File: src/hdl/bmhq_pkg.sv
// shared types, widths and codes for the binary min-heap queue
// no dependencies
package bmhq_pkg;

  localparam int DEPTH     = 512;
  localparam int KEY_W     = 24;
  localparam int TAG_W     = 9;
  localparam int IDX_W     = $clog2(DEPTH);
  localparam int CNT_W     = $clog2(DEPTH + 1);
  localparam int CH_W      = IDX_W + 2;
  localparam int CFG_W     = 10;
  localparam int COUNT_W   = 10;
  localparam int LIM_W     = (CNT_W > CFG_W) ? CNT_W : CFG_W;
  localparam int CAP_RESET = 512;

  typedef enum logic [1:0] {
    REQ_APPEND  = 2'd0,
    REQ_BUILD   = 2'd1,
    REQ_INSERT  = 2'd2,
    REQ_EXTRACT = 2'd3
  } req_t;

  typedef enum logic [1:0] {
    ST_OK    = 2'd0,
    ST_FULL  = 2'd1,
    ST_EMPTY = 2'd2
  } status_t;

  typedef enum logic [3:0] {
    S_IDLE,
    S_UP_RD,
    S_UP_CMP,
    S_BLD_RD,
    S_BLD_LD,
    S_DN_RD,
    S_DN_CMP,
    S_EXT_RD,
    S_EXT_LD,
    S_DONE
  } state_t;

  typedef enum logic [1:0] {
    RD_CHILD,
    RD_PARENT,
    RD_BIDX,
    RD_EXT
  } rd_sel_t;

  typedef enum logic [2:0] {
    WR_NONE,
    WR_NEW,
    WR_V,
    WR_RDA,
    WR_CHILD
  } wr_sel_t;

  typedef struct packed {
    logic [KEY_W-1:0] key;
    logic [TAG_W-1:0] tag;
  } entry_t;

  typedef struct packed {
    logic    clear_res;
    logic    set_full;
    logic    set_empty;
    logic    grow;
    logic    bld_init;
    logic    bld_load;
    logic    bld_dec;
    logic    ext_load;
    logic    move_up;
    logic    move_down;
    rd_sel_t rd_sel;
    wr_sel_t wr_sel;
  } cmd_t;

  typedef struct packed {
    logic full;
    logic empty;
    logic size_lt2;
    logic pos_zero;
    logic up_stop;
    logic no_child;
    logic dn_stop;
    logic bidx_zero;
  } stat_t;

endpackage

File: src/hdl/bmhq_ctrl.sv
// request sequencer for the heap: decodes requests and steps sift-up,
// sift-down and build; depends on bmhq_pkg, drives bmhq_datapath
module bmhq_ctrl
  import bmhq_pkg::*;
(
  input  logic  clk,
  input  logic  rst,
  input  logic  start,
  input  req_t  req,
  input  stat_t stat,
  output cmd_t  cmd,
  output logic  busy,
  output logic  done,
  output logic  cfg_ready
);

  state_t state;
  state_t state_next;
  logic   building;
  logic   building_next;

  always_ff @(posedge clk) begin
    if (rst) begin
      state    <= S_IDLE;
      building <= 1'b0;
    end else begin
      state    <= state_next;
      building <= building_next;
    end
  end

  always_comb begin
    state_next    = state;
    building_next = building;
    cmd           = '0;
    cmd.rd_sel    = RD_CHILD;
    cmd.wr_sel    = WR_NONE;
    case (state)
      S_IDLE: begin
        if (start) begin
          cmd.clear_res = 1'b1;
          building_next = req == REQ_BUILD;
          case (req)
            REQ_APPEND: begin
              state_next = S_DONE;
              if (stat.full) begin
                cmd.set_full = 1'b1;
              end else begin
                cmd.grow   = 1'b1;
                cmd.wr_sel = WR_NEW;
              end
            end
            REQ_INSERT: begin
              if (stat.full) begin
                cmd.set_full = 1'b1;
                state_next   = S_DONE;
              end else begin
                cmd.grow   = 1'b1;
                state_next = S_UP_RD;
              end
            end
            REQ_BUILD: begin
              if (stat.size_lt2) begin
                state_next = S_DONE;
              end else begin
                cmd.bld_init = 1'b1;
                state_next   = S_BLD_RD;
              end
            end
            REQ_EXTRACT: begin
              if (stat.empty) begin
                cmd.set_empty = 1'b1;
                state_next    = S_DONE;
              end else begin
                state_next = S_EXT_RD;
              end
            end
            default: state_next = S_DONE;
          endcase
        end
      end
      S_UP_RD: begin
        if (stat.pos_zero) begin
          cmd.wr_sel = WR_V;
          state_next = S_DONE;
        end else begin
          cmd.rd_sel = RD_PARENT;
          state_next = S_UP_CMP;
        end
      end
      S_UP_CMP: begin
        // parent data is registered; swap only on a strictly greater parent
        if (stat.up_stop) begin
          cmd.wr_sel = WR_V;
          state_next = S_DONE;
        end else begin
          cmd.wr_sel  = WR_RDA;
          cmd.move_up = 1'b1;
          state_next  = S_UP_RD;
        end
      end
      S_BLD_RD: begin
        cmd.rd_sel = RD_BIDX;
        state_next = S_BLD_LD;
      end
      S_BLD_LD: begin
        cmd.bld_load = 1'b1;
        state_next   = S_DN_RD;
      end
      S_EXT_RD: begin
        cmd.rd_sel = RD_EXT;
        state_next = S_EXT_LD;
      end
      S_EXT_LD: begin
        cmd.ext_load = 1'b1;
        state_next   = S_DN_RD;
      end
      S_DN_RD: begin
        if (stat.no_child) begin
          cmd.wr_sel = WR_V;
          if (building && !stat.bidx_zero) begin
            cmd.bld_dec = 1'b1;
            state_next  = S_BLD_RD;
          end else begin
            state_next = S_DONE;
          end
        end else begin
          cmd.rd_sel = RD_CHILD;
          state_next = S_DN_CMP;
        end
      end
      S_DN_CMP: begin
        if (stat.dn_stop) begin
          cmd.wr_sel = WR_V;
          // next build node, or finish
          if (building && !stat.bidx_zero) begin
            cmd.bld_dec = 1'b1;
            state_next  = S_BLD_RD;
          end else begin
            state_next = S_DONE;
          end
        end else begin
          cmd.wr_sel    = WR_CHILD;
          cmd.move_down = 1'b1;
          state_next    = S_DN_RD;
        end
      end
      S_DONE: begin
        state_next = S_IDLE;
      end
      default: state_next = S_IDLE;
    endcase
  end

  assign busy      = state != S_IDLE;
  assign done      = state == S_DONE;
  assign cfg_ready = state == S_IDLE;

endmodule

File: config.mk
export PLATFORM = sky130hd
export DESIGN_NAME = bmhq_ctrl
export DESIGN_NICKNAME = d
export VERILOG_FILES = /design/src/hdl/bmhq_pkg.sv /design/src/hdl/bmhq_ctrl.sv
export SDC_FILE = /design/constraint.sdc
export NUM_CORES = 1
export LEC_CHECK = 0
export ABC_CLOCK_PERIOD_IN_PS = 2300
export BUFFER_PORTS_ARGS = -buffer_cell sky130_fd_sc_hd__buf_2
export CAP_MARGIN = 20
export CORE_MARGIN = 1
export CORE_UTILIZATION = 43
export CTS_CLUSTER_SIZE = 14
export DETAILED_ROUTE_END_ITERATION = 16
export PLACE_DENSITY_LB_ADDON = 0.25
export SLEW_MARGIN = 15
export SYNTH_ARGS = -nofsm -noshare
export SYNTH_HDL_FRONTEND = slang
export SYNTH_SLANG_ARGS = --single-unit
File: constraint.sdc
create_clock -name clk -period 2.3 [get_ports clk]
set_input_delay 0.69 -clock clk [delete_from_list [all_inputs] [get_ports clk]]
set_output_delay 0.69 -clock clk [all_outputs]
set_load 0.01 [all_outputs]
==> run_summary.xml <==
<?xml version="1.0" encoding="UTF-8"?>
<metrics>
  <group name="worst_setup_path">
    <metric name="crit_path_cell_trace" unit="">and2b_2, a21oi_1, or2_2, a21oi_1, buf_2</metric>
    <metric name="timing.critical_path.to_type" unit="">primary output</metric>
    <metric name="worst_path_most_repeated_cell" unit="">sky130_fd_sc_hd__a21oi_1</metric>
    <metric name="setup.worst_path.class" unit="">flip-flop to primary output</metric>
    <metric name="worstPathArrival" unit="ps">1500</metric>
    <metric name="worst_ep_required_time" unit="ps">1610</metric>
    <metric name="timing.critical_path.fanout_max" unit="">9</metric>
    <metric name="cpPeakStageDelay" unit="ps">420</metric>
    <metric name="start_kind" unit="">flip-flop</metric>
    <metric name="critPathSlowestCell" unit="">sky130_fd_sc_hd__dfxtp_2</metric>
  </group>
  <group name="route">
    <metric name="drt_iter0_markers" unit="">10</metric>
    <metric name="detail_route.wirelength.met1" unit="um">746</metric>
    <metric name="top_layer_used" unit="">met4</metric>
    <metric name="detailedRoute.firstPassIterationCount" unit="">4</metric>
    <metric name="route.detailed.vias_per_inst" unit="">5.47</metric>
    <metric name="routed_wl" unit="mm">1.52</metric>
    <metric name="route.detailed.drc" unit="">0</metric>
    <metric name="wire_length_per_cell_after_detailed_routing" unit="um">11.8</metric>
    <metric name="dr_wl_met2" unit="um">717</metric>
    <metric name="num_vias" unit="">705</metric>
    <metric name="detailroute.wirelength.met3" unit="um">49</metric>
    <metric name="postRouteAntennaNets" unit="">0</metric>
  </group>
  <group name="clock_tree">
    <metric name="cts_hold_buf" unit="">0</metric>
    <metric name="clock_sink_count" unit="">5</metric>
    <metric name="clock_root_buffer" unit="">sky130_fd_sc_hd__clkbuf_4</metric>
    <metric name="cts_max_path_buffers" unit="">2</metric>
    <metric name="worst_setup_hold_path_clk_slew" unit="ps">40</metric>
    <metric name="cts_htree_levels" unit="">1</metric>
    <metric name="clock_insertion_delay_worst_skew" unit="ps">230</metric>
    <metric name="tritoncts.num_buffers" unit="">3</metric>
    <metric name="cts_tree" unit="">done</metric>
  </group>
  <group name="sta">
    <metric name="finClkSkew" unit="ps">0.346</metric>
    <metric name="rsz_0062_raised_after_global_routing" unit="">false</metric>
    <metric name="worstMarginPinSlew" unit="ps">464</metric>
    <metric name="final_min_period_over_clock_period" unit="%">95.3</metric>
    <metric name="setup-tns-final" unit="ps">0</metric>
    <metric name="timing.fmax" unit="GHz">0.456</metric>
    <metric name="finalHoldWorstSlack" unit="ps">445</metric>
    <metric name="slew_headroom" unit="%">68.3</metric>
    <metric name="final-hold-violation-count" unit="">0</metric>
    <metric name="timing_max_transition_violations_final" unit="">0</metric>
    <metric name="setup_viol_count_final" unit="">0</metric>
    <metric name="min_period" unit="ps">2190</metric>
  </group>
  <group name="floorplanning">
    <metric name="die-width" unit="um">39.1</metric>
    <metric name="i_o_pin_total" unit="">31</metric>
    <metric name="placeableCoreArea" unit="um2">1280</metric>
    <metric name="initial_core_util" unit="%">46.1</metric>
    <metric name="die_height" unit="um">39.1</metric>
    <metric name="row_count" unit="">13</metric>
    <metric name="area_of_the_die" unit="um2">1530</metric>
  </group>
  <group name="yosys">
    <metric name="synth_top_area_share" unit="%">16.9</metric>
    <metric name="synth_area_leaders" unit="">sky130_fd_sc_hd__dfxtp_1, sky130_fd_sc_hd__a21oi_1, sky130_fd_sc_hd__nor3_1, sky130_fd_sc_hd__nor2_1, sky130_fd_sc_hd__nor3b_1</metric>
    <metric name="post_synthesis_instance_area" unit="um2">592</metric>
    <metric name="syn-num-nets" unit="">93</metric>
    <metric name="ys_ff_latch" unit="">5</metric>
    <metric name="ys_seq_area_share" unit="%">16.9</metric>
    <metric name="most_instantiated_cells_after_synthesis" unit="">sky130_fd_sc_hd__nor2_1, sky130_fd_sc_hd__a21oi_1, sky130_fd_sc_hd__nor3_1</metric>
    <metric name="syn_inst" unit="">80</metric>
    <metric name="synth.yosys.warnings" unit="">0</metric>
    <metric name="postSynth.topFlopCell" unit="">sky130_fd_sc_hd__dfxtp_1</metric>
    <metric name="avgSynthCellArea" unit="um2">7.40</metric>
    <metric name="synth_top_cell_by_area" unit="">sky130_fd_sc_hd__dfxtp_1</metric>
    <metric name="synth-edff-count" unit="">0</metric>
    <metric name="yosysMostFrequentCell" unit="">sky130_fd_sc_hd__nor2_1</metric>
    <metric name="ys_types" unit="">38</metric>
    <metric name="async_reset_ff_share" unit="%">0</metric>
  </group>
  <group name="layout">
    <metric name="final_core_util" unit="%">61.9</metric>
    <metric name="layout-drive-gt1-share" unit="%">43.0</metric>
    <metric name="nets" unit="">128</metric>
    <metric name="seq_area" unit="um2">101</metric>
    <metric name="layout.filler_cells" unit="">140</metric>
    <metric name="multi_input_area" unit="um2">435</metric>
    <metric name="layout.cell_area.non_filler" unit="um2">796</metric>
    <metric name="area.growth.synth_to_final" unit="%">34.5</metric>
    <metric name="antennaDiodeCount" unit="">0</metric>
  </group>
  <group name="grt">
    <metric name="grt_overflow" unit="">0</metric>
    <metric name="largest_net_degree_at_the_start_of_global_routing" unit="">16</metric>
    <metric name="groute.usage.overall" unit="%">19.5</metric>
    <metric name="grt_first_pass_wirelength" unit="mm">2.09</metric>
    <metric name="grt_antenna_before_repair" unit="">0</metric>
    <metric name="grt_pass1_vias" unit="">511</metric>
  </group>
  <group name="pwr">
    <metric name="power.density_cell_area" unit="nW/um2">1120</metric>
    <metric name="vdd.ir_drop.worst" unit="mV">0.654</metric>
    <metric name="report.power.total" unit="W">0.000889</metric>
    <metric name="power.static_leakage" unit="nW">0.420</metric>
  </group>
  <group name="place">
    <metric name="routabilityCongestion" unit="">0.812</metric>
    <metric name="placedInstanceArea" unit="um2">768</metric>
    <metric name="placement.io_buffers" unit="">30</metric>
    <metric name="dp.final_hpwl" unit="mm">1.23</metric>
  </group>
  <group name="hold_path">
    <metric name="hold_class" unit="">flip-flop to flip-flop</metric>
  </group>
  <group name="job">
    <metric name="max-cap-violations" unit="">0</metric>
  </group>
  <group name="run_status">
    <metric name="outcome" unit="">finished clean</metric>
  </group>
</metrics>
[state kept, by name (all words and copies together), names as in the netlist]
register  count
building      1
state         4
[cell type report]
class | instances | share of cell area [%]
clock buffer | 4 | 3.30
inverter | 5 | 2.36
multi-input combinational | 64 | 54.7
sequential | 5 | 12.7
tap | 15 | 2.36
timing repair buffer | 36 | 24.5
[cell families (layout without fill, tap and decap cells)]
family | Yosys count | count (layout) | share of synthesized area, %
AND/OR/NAND/NOR | 40 | 40 | 41.4
AO/OA/AOI/OAI | 21 | 21 | 26.9
buffers and inverters | 11 | 45 | 9.51
flip-flops | 5 | 5 | 16.9
multiplexers | 3 | 3 | 5.29
[per-layer routing]
| layer | track usage, % | up-vias |
|---|---|---|
| li1 | - | 368 |
| met5 | 0 | - |
| met4 | 5.17 | 0 |
| met2 | 33.8 | 15 |
| met3 | 0 | 2 |
| met1 | 26.5 | 320 |
[critical path: cells and delay by family, from the launching register on]
kind	cells	cell delay, ps
DFF	1	420
buffers and inverters	1	140
and+or+nand+nor	2	500
AOI/OAI and AO/OA	2	210
[worst paths after layout]
check	endpoint	start	slack, ps	cells past startpoint
worst max-delay path	cmd[1]	state[0]	110	5
worst min-delay path	building	building	450	2
worst max register to register	state[2]	state[1]	830	5
worst min register to register	building	building	450	2
[where the power goes]
group          switching (W)  internal (W)  leakage (nW)
clock              0.0000308     0.0000653        0.0150
sequential         0.0000462      0.000118        0.0413
combinational       0.000332      0.000297         0.364
total               0.000409      0.000480         0.420
[stage by stage]
step           cells  setup WS, ps
5_1_grt          129          18.0
2_1_floorplan     80           216
3_5_place_dp     125           174
6_report         129           108
3_3_place_gp     125           223
4_1_cts          129          93.3
[cell usage in the layout, fill, tap and decap left out, drive strengths merged]
master	instances
dfxtp	5
inv	5
mux2	1
a21oi	7
a22o	1
a32oi	1
nand2b	2
mux2i	2
a221oi	1
and3b	1
a211o	2
a2111oi	2
or3	1
and2b	2
a21o	3
clkbuf	4
nor3b	4
buf	36
nor2	8
a22oi	1
or2	1
o22a	1
and3	2
nor4	2
nand4	2
o221ai	1
o21ai	1
nand2	5
nor3	7
nand3	2
nor2b	1
[what timing repair did]
action	CTS	global route
gates resized for setup	1	0
setup buffers	0	0
setup endpoints to repair	1	0
No activity file was read; power rests on OpenSTA's default activity.
